**src/tped_pkg.sv**
```systemverilog
// Shared types and constants for the threshold peak event detector.
package tped_pkg;

  localparam int unsigned CfgIdxW = 3;
  localparam int unsigned CfgDataW = 32;
  localparam int unsigned TimeW = 32;
  localparam int unsigned QDepth = 4;
  localparam int unsigned QPtrW = $clog2(QDepth);
  localparam int unsigned QCntW = $clog2(QDepth + 1);

  localparam logic [CfgIdxW-1:0] RegThreshold = 3'd0;
  localparam logic [CfgIdxW-1:0] RegInterval = 3'd1;
  localparam logic [CfgIdxW-1:0] RegClipMargin = 3'd2;
  localparam logic [CfgIdxW-1:0] RegSignMode = 3'd3;
  localparam logic [CfgIdxW-1:0] RegSampleCount = 3'd4;

  localparam logic [1:0] SignBoth = 2'd0;
  localparam logic [1:0] SignPosOnly = 2'd1;
  localparam logic [1:0] SignNegOnly = 2'd2;

  localparam logic [15:0] ThresholdRst = 16'd1000;
  localparam logic [15:0] IntervalRst = 16'd10;
  localparam logic [15:0] ClipMarginRst = 16'd0;
  localparam logic [1:0] SignModeRst = SignBoth;
  localparam logic [31:0] SampleCountRst = 32'hFFFF_FFFF;

  typedef struct packed {
    logic [TimeW-1:0] det_time;
    logic             last;
  } result_t;

endpackage

```
**src/threshold_peak_event_detector_top.sv**
```systemverilog
// Top level of the threshold peak event detector with refractory peak picking.
// Each result is written into the registered result queue and presented from its head.
// Throughput: one sample per cycle while the four-entry result queue has room for two results.
// A sample causes at most two results; the output side drains one result per cycle while out_stall_i is low.
// Reset (rst_ni low, asynchronous) restores register defaults, clears position and pending peak,
// and empties the result queue; no clearing pass follows.
module threshold_peak_event_detector_top #(
  parameter int unsigned SAMPLE_BITS = 16
) (
  input  logic                                 clk_i,
  input  logic                                 rst_ni,
  input  logic                                 in_valid_i,
  output logic                                 in_stall_o,
  input  logic signed [SAMPLE_BITS-1:0]        sample_i,
  output logic                                 out_valid_o,
  input  logic                                 out_stall_i,
  output logic [tped_pkg::TimeW-1:0]           detection_time_o,
  output logic                                 last_in_run_o,
  input  logic                                 cfg_valid_i,
  output logic                                 cfg_ready_o,
  input  logic [tped_pkg::CfgIdxW-1:0]         cfg_index_i,
  input  logic [tped_pkg::CfgDataW-1:0]        cfg_data_i
);

  localparam int unsigned MagW = SAMPLE_BITS + 1;
  localparam int unsigned CmpW = (MagW > 16) ? MagW : 16;
  localparam int unsigned TW = tped_pkg::TimeW;

  logic [15:0] threshold_q;
  logic [15:0] interval_q;
  logic [15:0] clip_margin_q;
  logic [1:0]  sign_mode_q;
  logic [31:0] sample_count_q;

  logic [TW-1:0]   position_q, position_d;
  logic [TW-1:0]   peak_index_q, peak_index_d;
  logic [MagW-1:0] peak_mag_q, peak_mag_d;

  tped_pkg::result_t queue_q [tped_pkg::QDepth];
  logic [tped_pkg::QPtrW-1:0] wr_ptr_q, wr_ptr_d;
  logic [tped_pkg::QPtrW-1:0] rd_ptr_q, rd_ptr_d;
  logic [tped_pkg::QCntW-1:0] cnt_q, cnt_d;

  logic            in_accept, pop, cfg_we;
  logic            neg;
  logic [MagW-1:0] mag_raw, mag;
  logic [TW:0]     pos_ext, count_ext, clip_ext;
  logic [CmpW-1:0] thr_cmp, mag_cmp;
  logic            in_window, expire, take, end_rec, flush;
  logic [MagW-1:0] mag_after, mag_mid;
  logic [TW-1:0]   idx_mid;
  logic [1:0]      push_n;
  tped_pkg::result_t res_a, res_b;

  assign cfg_ready_o = 1'b1;
  assign cfg_we = cfg_valid_i && cfg_ready_o;
  assign in_stall_o = (cnt_q > tped_pkg::QCntW'(tped_pkg::QDepth - 2));
  assign in_accept = in_valid_i && !in_stall_o;
  assign out_valid_o = (cnt_q != '0);
  assign pop = out_valid_o && !out_stall_i;
  assign detection_time_o = queue_q[rd_ptr_q].det_time;
  assign last_in_run_o = queue_q[rd_ptr_q].last;

  always_comb begin
    neg = sample_i[SAMPLE_BITS-1];
    mag_raw = neg ? (MagW'(0) - {1'b1, sample_i}) : {1'b0, sample_i};
    unique case (sign_mode_q)
      tped_pkg::SignPosOnly: mag = neg ? '0 : mag_raw;
      tped_pkg::SignNegOnly: mag = neg ? mag_raw : '0;
      default:               mag = mag_raw;
    endcase

    pos_ext = {1'b0, position_q};
    clip_ext = {(TW + 1 - 16)'(0), clip_margin_q};
    count_ext = (sample_count_q == '0) ? (TW + 1)'(1) : {1'b0, sample_count_q};
    thr_cmp = (threshold_q == '0) ? CmpW'(1) : CmpW'(threshold_q);
    mag_cmp = CmpW'(mag);

    in_window = (pos_ext >= clip_ext) && ((pos_ext + clip_ext) < count_ext);
    expire = in_window && (peak_mag_q != '0) &&
             ((pos_ext - {1'b0, peak_index_q}) > {(TW + 1 - 16)'(0), interval_q});
    mag_after = expire ? '0 : peak_mag_q;
    take = in_window && (mag_cmp >= thr_cmp) && ((mag_after == '0) || (mag > mag_after));
    mag_mid = take ? mag : mag_after;
    idx_mid = take ? position_q : peak_index_q;
    end_rec = ((pos_ext + (TW + 1)'(1)) >= count_ext);
    flush = end_rec && (mag_mid != '0);

    res_a.det_time = expire ? (peak_index_q + TW'(1)) : (idx_mid + TW'(1));
    res_a.last = !(expire && flush);
    res_b.det_time = idx_mid + TW'(1);
    res_b.last = 1'b1;
    push_n = in_accept ? (2'(expire) + 2'(flush)) : 2'd0;

    position_d = position_q;
    peak_index_d = peak_index_q;
    peak_mag_d = peak_mag_q;
    if (in_accept) begin
      if (end_rec) begin
        position_d = '0;
        peak_index_d = '0;
        peak_mag_d = '0;
      end else begin
        position_d = position_q + TW'(1);
        peak_index_d = idx_mid;
        peak_mag_d = mag_mid;
      end
    end

    wr_ptr_d = wr_ptr_q + tped_pkg::QPtrW'(push_n);
    rd_ptr_d = rd_ptr_q + tped_pkg::QPtrW'(pop);
    cnt_d = cnt_q + tped_pkg::QCntW'(push_n) - tped_pkg::QCntW'(pop);
  end

  always_ff @(posedge clk_i or negedge rst_ni) begin
    if (!rst_ni) begin
      threshold_q <= tped_pkg::ThresholdRst;
      interval_q <= tped_pkg::IntervalRst;
      clip_margin_q <= tped_pkg::ClipMarginRst;
      sign_mode_q <= tped_pkg::SignModeRst;
      sample_count_q <= tped_pkg::SampleCountRst;
    end else if (cfg_we) begin
      unique case (cfg_index_i)
        tped_pkg::RegThreshold:   threshold_q <= cfg_data_i[15:0];
        tped_pkg::RegInterval:    interval_q <= cfg_data_i[15:0];
        tped_pkg::RegClipMargin:  clip_margin_q <= cfg_data_i[15:0];
        tped_pkg::RegSignMode:    sign_mode_q <= cfg_data_i[1:0];
        tped_pkg::RegSampleCount: sample_count_q <= cfg_data_i[31:0];
        default: ;
      endcase
    end
  end

  always_ff @(posedge clk_i or negedge rst_ni) begin
    if (!rst_ni) begin
      position_q <= '0;
      peak_index_q <= '0;
      peak_mag_q <= '0;
      wr_ptr_q <= '0;
      rd_ptr_q <= '0;
      cnt_q <= '0;
    end else begin
      position_q <= position_d;
      peak_index_q <= peak_index_d;
      peak_mag_q <= peak_mag_d;
      wr_ptr_q <= wr_ptr_d;
      rd_ptr_q <= rd_ptr_d;
      cnt_q <= cnt_d;
    end
  end

  always_ff @(posedge clk_i) begin
    if (push_n != 2'd0) begin
      queue_q[wr_ptr_q] <= res_a;
    end
    if (push_n == 2'd2) begin
      queue_q[wr_ptr_q + tped_pkg::QPtrW'(1)] <= res_b;
    end
  end

  a_cnt_bound: assert property (@(posedge clk_i) disable iff (!rst_ni)
    cnt_q <= tped_pkg::QCntW'(tped_pkg::QDepth))
    else $error("result queue overflow");

  a_peak_order: assert property (@(posedge clk_i) disable iff (!rst_ni)
    (peak_mag_q != '0) |-> (peak_index_q <= position_q))
    else $error("pending peak lies ahead of position");

  a_pop_only: assert property (@(posedge clk_i) disable iff (!rst_ni)
    (pop && (push_n == 2'd0)) |=> (cnt_q == $past(cnt_q) - tped_pkg::QCntW'(1)))
    else $error("queue count did not drop on pop");

  a_end_rec: assert property (@(posedge clk_i) disable iff (!rst_ni)
    (in_accept && end_rec) |=> ((position_q == '0) && (peak_mag_q == '0)))
    else $error("record end did not restart state");

endmodule
```
**config.mk**
```make
export PLATFORM = sky130hd
export DESIGN_NAME = threshold_peak_event_detector_top
export DESIGN_NICKNAME = d
export VERILOG_FILES = /design/src/tped_pkg.sv /design/src/threshold_peak_event_detector_top.sv
export SDC_FILE = /design/constraint.sdc
export NUM_CORES = 1
export LEC_CHECK = 0
export ABC_AREA = 1
export BUFFER_PORTS_ARGS = -buffer_cell sky130_fd_sc_hd__buf_2
export CORE_AREA = 2 2 232 234
export CTS_BUF_LIST = sky130_fd_sc_hd__clkbuf_2
export CTS_CLUSTER_DIAMETER = 150
export DETAILED_ROUTE_END_ITERATION = 16
export DIE_AREA = 0 0 234 236
export GPL_TIMING_DRIVEN = 0
export PLACE_DENSITY = 0.65
export SLEW_MARGIN = 10
export SYNTH_ARGS = -nofsm -noshare
export SYNTH_HDL_FRONTEND = slang
export SYNTH_SLANG_ARGS = --single-unit
export TNS_END_PERCENT = 10
```
**constraint.sdc**
```tcl
create_clock -name clk_i -period 13.1 [get_ports clk_i]
set_clock_uncertainty 0.1 [all_clocks]
set_input_delay 0.655 -clock clk_i [delete_from_list [all_inputs] [get_ports clk_i]]
set_output_delay 0.655 -clock clk_i [all_outputs]
set_load 0.03 [all_outputs]
```
==> flow_summary.json, run 1 <==
{
  "yosysWarnings": 0,
  "min_path_type": "in -> reg",
  "syn2layout_area_growth_pct": 11.4,
  "finalSetupViolCount": 0,
  "synth-main-ff-cell": "dfrtp_1",
  "grt_util_all_layers_pct": 27.3,
  "synth_edf_count": 128,
  "r2r-start": "position_q[1]",
  "clock.fmax_mhz": 83.2,
  "critPathMaxFanout": 28,
  "maxSlewViolCount": 0,
  "vias_per_cell": 5.31,
  "cts_tree": "built",
  "wl_per_cell_um": 17.6,
  "syn-cell-area_um2": 23500,
  "timing_hold_violations_final": 0,
  "fin_cells": 4239,
  "setup.worst_path.start": "position_q[1]",
  "rrSetupSlack_ps": 1080,
  "reg2reg_depth": 60,
  "synth_nets": 3503,
  "crit_required_ps": 13730,
  "post_cts_buffers": 0,
  "clock_latency_ps": 1090,
  "grt_pass1_vias": 22026,
  "drive_gt1_share_pct": 10.1,
  "cpMaxStageDelayCell": "dfrtp_1",
  "layout_commonest_cell": "nand2_1",
  "period_share_pct": 91.8,
  "period_needed_ps": 12020,
  "crit_path_start_kind": "register",
  "initial_utilization_pct": 44.3,
  "synth-async-reset-ratio_pct": 56.3,
  "worstPathArrival_ps": 12660,
  "grt_pass1_wl_mm": 117,
  "htreeDepth": 3,
  "grt_max_degree": 65,
  "path_class": "reg -> reg",
  "die_x_um": 234,
  "hpwl_mm": 58.3,
  "p_per_area_nw_per_um2": 260,
  "clkTransAtPathRegs_ps": 110,
  "grt_overflow": 0,
  "ioPinCount": 92,
  "ys_ff_latch": 302,
  "cellLeakagePower_nw": 12.5,
  "cts_sinks": 302,
  "dp_cells": 4048,
  "slew_headroom_pct": 29.1,
  "critPathMaxStageDelay_ps": 590,
  "drt_wl_total_mm": 74.6,
  "ys_seq_area_share_pct": 35.0,
  "clockBufferDepth": 3,
  "critPathCaptureType": "register",
  "drc": 0,
  "syn_inst": 3256,
  "die_area_um2": 55200,
  "die_y_um": 236,
  "cp-endpoint": "queue_q[3][31]",
  "syn_area_per_cell_um2": 7.22,
  "cts_buffers": 81,
  "via_count": 22510,
  "cpMostUsedCell": "a21oi_1",
  "outcome": "completed",
  "dr.pass1.iters": 8,
  "peakVddDrop_mv": 0.0996,
  "fin_nets": 3724,
  "worst_pin_slew_ps": 1060,
  "place.gp.congestion": 0.974,
  "rows": 85,
  "r2r-end": "queue_q[3][31]",
  "synth_cell_types": 64,
  "ant_nets": 0,
  "coreArea_um2": 53100,
  "cts_root_buffer": "clkbuf_2",
  "maxCapViolations": 0,
  "final_cell_mix": "767 x nand2_1, 466 x inv_1, 275 x nor2_1",
  "antenna_found_initial": 1,
  "fin_tns_setup_ps": 0,
  "rsz0062_at_grt": "no",
  "port_buffers": 90,
  "drt_iter0_drc": 1814
}
-- per-stage QoR --
| step | cell area, um^2 | worst slack [ps] | hold WS (ps) | power, mW | util (%) |
|---|---|---|---|---|---|
| after floorplan | 23500 | 3710 | 259 | 4.70 | - |
| after global placement | 24800 | 295 | 347 | 5.97 | 46.8 |
| after detailed placement | 25000 | 987 | 360 | 6.02 | 47.1 |
| after CTS | 26200 | 952 | 37.9 | 6.76 | 49.3 |
| after global routing | 26200 | 115 | 142 | 7.46 | 49.3 |
| final | 26200 | 1080 | 121 | 6.80 | 49.3 |
-- synthesized netlist by cell type, drive strengths merged, types with 2 or more instances --
library cell  instances  share of area (%)
dfxtp                 4               0.34
o22ai               132                3.5
nand3b                4               0.13
nor3b                 2              0.064
and2                 10               0.28
fa                    3               0.26
o221ai                4               0.15
or2                  11               0.29
a31oi                 4               0.11
o41ai                 3               0.11
xnor2                 3               0.11
o31ai                 4               0.13
ha                  188                 10
and3                  4               0.11
nor2                297                5.1
inv                 482                7.7
a211oi                5               0.16
a21oi               124                2.7
xor2                107                4.0
dfstp                40                4.5
o211ai                3              0.096
nand2               780                 13
o21a                  6               0.19
o32ai                 4               0.15
nand4                44                1.2
dfrtp               130                 14
clkbuf               79                1.3
o2111ai               2              0.075
nor3                 44               0.96
buf                  20               0.55
edfxtp              128                 16
conb                  2              0.032
o21ai               264                5.7
nand3               266                5.7
o21bai               11               0.37
clkinv                5              0.080
nor4                 27               0.75
a32o                  2              0.085
-- power by group --
group          switching [mW]  internal [mW]
registers               0.181           1.22
logic                    3.25           1.44
clock network           0.424          0.284
total                    3.86           2.94
-- layer usage --
metal,GRT usage [%],wire length (um),vias to the layer above
met5,0,0,-
met4,12.9,3150,0
met3,3.40,4210,176
met2,45.0,34800,711
met1,35.5,32500,10274
li1,-,-,11349
-- logic make-up (layout without fill, tap and decap cells) --
group | Yosys count | in the layout | share of synthesized area (%)
buf+inv | 586 | 872 | 9.59
xor+xnor | 110 | 110 | 4.13
other cells | 2 | 3 | 0.0320
flops | 302 | 302 | 35.0
fa+ha+maj | 191 | 191 | 10.3
compound gates | 574 | 574 | 13.7
simple gates | 1491 | 1491 | 27.2
-- worst min path at each step --
stage               slack, ps  cells past startpoint               end           from
finish                    120                      6    interval_q[15]    cfg_valid_i
global route              140                      6    interval_q[15]    cfg_valid_i
CTS                        40                      6    interval_q[15]    cfg_valid_i
detailed placement        360                      2     queue_q[3][0]  queue_q[3][0]
global placement          350                      2     queue_q[2][0]  queue_q[2][0]
floorplan                 260                      0  clip_margin_q[0]         rst_ni
-- worst max-delay path: cells and delay by family (launching register included) --
kind,cells,cell delay [ps]
AO/OA/AOI/OAI,20,3300
AND/OR/NAND/NOR,21,3560
buffers and inverters,14,2690
adder cells (fa/ha/maj),4,1200
XOR/XNOR,1,230
flip-flops,1,590
-- cell type report --
class                      instances  area (um^2)
fill                            5473        26900
multi-input combinational       2368        13000
sequential                       302         8230
inverter                         487         1830
timing repair buffer             138         1020
tap                              696          871
clock buffer                     118          591
buffer                            99          425
clock inverter                    30          181
antenna                            1         2.50
-- flip-flops by register name, indices dropped and copies added (netlist names), 16 cells and up --
signal,cells
clip_margin_q,16
threshold_q,16
queue_q,132
position_q,32
peak_index_q,32
interval_q,16
sample_count_q,32
peak_mag_q,17
-- what timing repair did --
| item | CTS | global route |
|---|---|---|
| setup endpoints to repair | 0 | 23 |
| hold endpoints to repair | 194 | 0 |
| hold buffers | 42 | 0 |
| gates resized for setup | 0 | 1 |
Note: power is estimated with default switching activity, not from simulation.
==> run 2: changes to the inputs <==
--- a/config.mk
+++ b/config.mk
@@ -7,13 +7,13 @@
 export LEC_CHECK = 0
 export ABC_AREA = 1
 export BUFFER_PORTS_ARGS = -buffer_cell sky130_fd_sc_hd__buf_2
-export CORE_AREA = 2 2 232 234
+export CORE_AREA = 2 2 246 248
 export CTS_BUF_LIST = sky130_fd_sc_hd__clkbuf_2
 export CTS_CLUSTER_DIAMETER = 150
 export DETAILED_ROUTE_END_ITERATION = 16
-export DIE_AREA = 0 0 234 236
+export DIE_AREA = 0 0 248 250
 export GPL_TIMING_DRIVEN = 0
-export PLACE_DENSITY = 0.65
+export PLACE_DENSITY = 0.59
 export SLEW_MARGIN = 10
 export SYNTH_ARGS = -nofsm -noshare
 export SYNTH_HDL_FRONTEND = slang
==> run 2 against run 1 <==
Against the previous run:
- clock power is 2% higher
- count of clock-buffer cells in the layout stayed put
- highest routed layer unchanged
- critical endpoint is now queue_q[1][7]
- worst setup slack worse by 52 ps
- sequential share of layout area is 0.19 points lower
- critical path depth stayed put
- fmax is 0.43% lower
- largest cell class unchanged
- power is 0.58% higher
- sequential power hardly changed
==> flow_summary.json, run 2 (synthesized netlist as in run 1, its figures left out) <==
{
  "swShare_pct": 56.9,
  "initial_utilization_pct": 39.5,
  "cts_tree": "built",
  "layout_commonest_cell": "nand2_1",
  "regMostFlops": "queue_q",
  "crit_path_start_kind": "register",
  "vias_per_cell": 5.17,
  "maxCapViolations": 0,
  "port_buffers": 90,
  "wl_per_cell_um": 17.7,
  "rows": 90,
  "antenna_found_initial": 2,
  "ant_nets": 0,
  "critPathCaptureType": "register",
  "preCtsSetupSlack_ps": 837,
  "worstPathArrival_ps": 12770,
  "cellInternalPower_mw": 2.95,
  "place.gp.congestion": 0.936,
  "drt_wl_total_mm": 76.6,
  "fin_tns_setup_ps": 0,
  "finalPower_mw": 6.84,
  "grt_pass1_vias": 21989,
  "die_x_um": 248,
  "drc": 0,
  "combPwrFrac_pct": 68.9,
  "cts_buffers": 82,
  "htreeDepth": 3,
  "drt_iter0_drc": 1527,
  "p_per_area_nw_per_um2": 260,
  "cpMostUsedCell": "a21oi_1",
  "dp_cells": 4134,
  "final_cell_mix": "767 x nand2_1, 466 x inv_1, 275 x nor2_1",
  "fin_cells": 4333,
  "cts_sinks": 302,
  "clock_latency_ps": 1140,
  "power_switching_mw": 3.89,
  "die_y_um": 250,
  "critPathMaxStageDelay_ps": 580,
  "post_cts_buffers": 0,
  "clockBufferDepth": 3,
  "outcome": "completed",
  "period_share_pct": 92.2,
  "worst_slack_ps": 1030,
  "coreArea_um2": 59600,
  "dr.pass1.iters": 6,
  "grt_max_degree": 66,
  "cellLeakagePower_nw": 12.5,
  "clkTransAtPathRegs_ps": 110,
  "hpwl_mm": 60.3,
  "grt_util_all_layers_pct": 25.0,
  "rsz0062_at_grt": "no",
  "design_area_um2": 26300,
  "drive_gt1_share_pct": 10.1,
  "place_area_um2": 25100,
  "largest_reg_flops": 132,
  "critPathMaxFanout": 20,
  "slew_headroom_pct": 31.0,
  "grt_pass1_wl_mm": 119,
  "syn2layout_area_growth_pct": 12.1,
  "utilization_pct": 44.2,
  "fin_nets": 3726,
  "die_area_um2": 62000,
  "ioPinCount": 92,
  "via_count": 22407,
  "clkPwrFrac_pct": 10.6,
  "cts_root_buffer": "clkbuf_2",
  "grt_overflow": 0,
  "timing_hold_violations_final": 0,
  "clock.fmax_mhz": 82.8,
  "path_class": "reg -> reg",
  "hold-worst-slack_ps": 141,
  "seq_power_share_pct": 20.6,
  "finalSetupViolCount": 0,
  "peakVddDrop_mv": 0.128,
  "maxSlewViolCount": 0,
  "period_needed_ps": 12070,
  "worst_pin_slew_ps": 1030,
  "crit_required_ps": 13800,
  "cpMaxStageDelayCell": "dfrtp_1",
  "min_path_type": "in -> reg"
}
==> run 2: cell count changes in the layout (fill, tap and decap cells not counted) <==
cell and delta:
buf_16 +2, buf_12 -2, clkinv_4 +2, dlygate4sd3_1 +1, clkinv_2 -4, diode_2 +4
clkinv_1 +5
==> run 2: area by class of cell <==
class / count / area, um^2
diodes: 5 / 12.5
plain buffers: 99 / 425
clock buffers: 118 / 591
clock inverters: 33 / 198
fillers: 6349 / 33200
inverters: 487 / 1830
multi-input cells: 2368 / 13000
flip-flops and latches: 302 / 8230
well taps: 782 / 978
repair buffers: 139 / 1040
==> run 2: timing repair <==
action / CTS / global route
endpoints found under the setup margin: 0 / 19
hold endpoints to repair: 199 / 0
resized for setup: 0 / 1
hold buffers: 43 / 0
==> run 2: final timing paths <==
check	from	endpoint	slack, ps	depth (start not counted)
max reg2reg	position_q[1]	queue_q[1][7]	1030	60
min	sample_i[11]	peak_mag_q[15]	140	8
max	position_q[1]	queue_q[1][7]	1030	60
min reg2reg	queue_q[2][0]	queue_q[2][0]	390	2
max in group asynchronous	rst_ni	clip_margin_q[11]	11360	3
min in group asynchronous	rst_ni	sample_count_q[29]	230	2
==> run 2: metal layers <==
metal | routed length, um | track usage, % | part of all wire [%]
met4 | 2890 | 9.77 | 3.8
met1 | 33800 | 32.4 | 44
met3 | 4030 | 3.62 | 5.3
met2 | 35800 | 41.7 | 47
met5 | 0 | 0 | 0
==> run 2: worst max-delay path, delay by kind of cell (launching register included) <==
kind                     cells  cell delay, ps
AO/OA/AOI/OAI               20            3240
XOR/XNOR                     1             220
AND/OR/NAND/NOR             21            3710
flip-flops                   1             580
adder cells (fa/ha/maj)      4            1200
buffers and inverters       14            2650
==> run 2: power by group through the flow <==
stage | registers, mW | clock network [mW] | logic, mW
after floorplan | 1.36 | 0 | 3.34
after global placement | 1.42 | 0 | 4.59
after detailed placement | 1.42 | 0 | 4.65
after CTS | 1.40 | 0.744 | 4.68
after global routing | 1.43 | 0.793 | 5.30
final | 1.41 | 0.723 | 4.71
==> run 3: changes to the inputs <==
--- a/config.mk
+++ b/config.mk
@@ -14,6 +14,8 @@
 export DIE_AREA = 0 0 248 250
 export GPL_TIMING_DRIVEN = 0
 export PLACE_DENSITY = 0.59
+export RECOVER_POWER = 25
+export REMOVE_ABC_BUFFERS = 1
 export SLEW_MARGIN = 10
 export SYNTH_ARGS = -nofsm -noshare
 export SYNTH_HDL_FRONTEND = slang
==> run 3 against run 2 <==
Against the previous run:
- the run now ends with max-capacitance violations, max-slew violations left
- power down 2.4%
- fmax shrank 0.59%
- register-to-register slack worse by 70 ps
- sequential power up 3%
- largest power group unchanged
==> flow_summary.json, run 3 (synthesized netlist as in run 1, its figures left out) <==
{
  "finalSetupViolCount": 0,
  "finalPower_mw": 6.68,
  "period_share_pct": 92.7,
  "worstPathArrival_ps": 12870,
  "preCtsSetupSlack_ps": -976,
  "via_count": 21919,
  "cellLeakagePower_nw": 12.4,
  "layout_commonest_cell": "nand2_1",
  "worst_slack_ps": 955,
  "ioPinCount": 92,
  "clock_latency_ps": 1130,
  "drc": 0,
  "die_x_um": 248,
  "grt_pass1_vias": 20917,
  "drt_iter0_drc": 1353,
  "fin_tns_setup_ps": 0,
  "critPathMaxStageDelay_ps": 610,
  "cpMostUsedCell": "a21oi_1",
  "slew_headroom_pct": -222,
  "grt_util_all_layers_pct": 22.9,
  "wl_per_cell_um": 16.7,
  "failed_checks": "max-capacitance violations, max-slew violations",
  "grt_max_degree": 90,
  "port_buffers": 90,
  "min_path_type": "in -> reg",
  "fin_nets": 3641,
  "antenna_found_initial": 3,
  "syn2layout_area_growth_pct": 11.0,
  "fin_cells": 4253,
  "period_needed_ps": 12150,
  "clockBufferDepth": 3,
  "outcome": "finished, violations left",
  "drt_wl_total_mm": 71.1,
  "ant_nets": 0,
  "place.gp.congestion": 0.941,
  "coreArea_um2": 59600,
  "rsz0062_at_grt": "no",
  "drive_gt1_share_pct": 10.7,
  "maxSlewViolCount": 162,
  "critPathMaxFanout": 66,
  "timing_hold_violations_final": 0,
  "peakVddDrop_mv": 0.139,
  "critPathCaptureType": "register",
  "dp_cells": 4043,
  "cts_sinks": 302,
  "htreeDepth": 3,
  "initial_utilization_pct": 39.5,
  "crit_path_start_kind": "register",
  "clock.fmax_mhz": 82.3,
  "post_cts_buffers": 0,
  "die_y_um": 250,
  "grt_pass1_wl_mm": 112,
  "hpwl_mm": 53.0,
  "cts_root_buffer": "clkbuf_2",
  "regMostFlops": "queue_q",
  "grt_overflow": 0,
  "vias_per_cell": 5.15,
  "rows": 90,
  "dr.pass1.iters": 6,
  "final_cell_mix": "765 x nand2_1, 464 x inv_1, 272 x nor2_1",
  "crit_required_ps": 13830,
  "p_per_area_nw_per_um2": 256,
  "clkTransAtPathRegs_ps": 100,
  "largest_reg_flops": 132,
  "worst_pin_slew_ps": 4820,
  "die_area_um2": 62000,
  "cts_tree": "built",
  "cpMaxStageDelayCell": "nor2_2",
  "cts_buffers": 85,
  "maxCapViolations": 2,
  "path_class": "reg -> reg"
}
## run 3: cell count changes in the layout (fill, tap and decap cells not counted), moves of 5 or more
cell      delta
buf_1        -6
buf_2        -7
buf_6        -5
clkinv_2     +6
clkbuf_1    -76
clkbuf_2     +5
## run 3: path summary, 6_finish.rpt
| kind | depth (start not counted) | from | end | slack, ps |
|---|---|---|---|---|
| max | 56 | position_q[1] | queue_q[1][10] | 950 |
| min | 7 | sample_i[11] | peak_mag_q[11] | 130 |
| max reg2reg | 56 | position_q[1] | queue_q[1][10] | 950 |
| min reg2reg | 2 | queue_q[2][0] | queue_q[2][0] | 370 |
| max in group asynchronous | 4 | rst_ni | sign_mode_q[0] | 7100 |
| min in group asynchronous | 3 | rst_ni | peak_index_q[12] | 640 |
## run 3: timing repair
action	CTS	global route
gates resized for setup	3	6
hold endpoints to repair	221	0
pin swaps	0	1
setup endpoints to repair	136	196
hold buffers	45	0
gates cloned	0	1
## run 3: final cells by class
cell class	count	area (um^2)
fillers	6202	33500
multi-input cells	2369	13100
flip-flops and latches	302	8230
inverters	487	1840
repair buffers	149	1150
well taps	782	978
clock buffers	123	616
clock inverters	37	174
diodes	4	10.0
## run 3: routing by layer
layer  up-vias  GRT usage (%)  routed length [um]
met5         -              0                  16
met4         2           7.03                1920
met3       138           3.19                3270
met2       552           37.9               33100
met1     10030           30.9               32700
li1      11197              -                   -
## run 3: report_power, final
group	switching (mW)	total, mW	internal (mW)
Sequential	0.222	1.45	1.22
Combinational	3.13	4.53	1.40
Clock	0.441	0.702	0.261
## run 3: metrics by stage
stage / instance area, um^2 / hold WS [ps] / util [%]
floorplan: 23100 / 259 / -
global placement: 24500 / 347 / 41.1
detailed placement: 24800 / 353 / 41.7
CTS: 26100 / 1.65 / 43.8
global route: 26100 / 82.9 / 43.8
finish: 26100 / 134 / 43.8
## run 3: critical path: cells and delay by family (launching register included)
| kind | cells | cell delay, ps |
|---|---|---|
| compound gates | 20 | 3200 |
| xor+xnor | 1 | 160 |
| fa+ha+maj | 4 | 1220 |
| buf+inv | 10 | 1940 |
| flops | 1 | 600 |
| simple gates | 21 | 4590 |
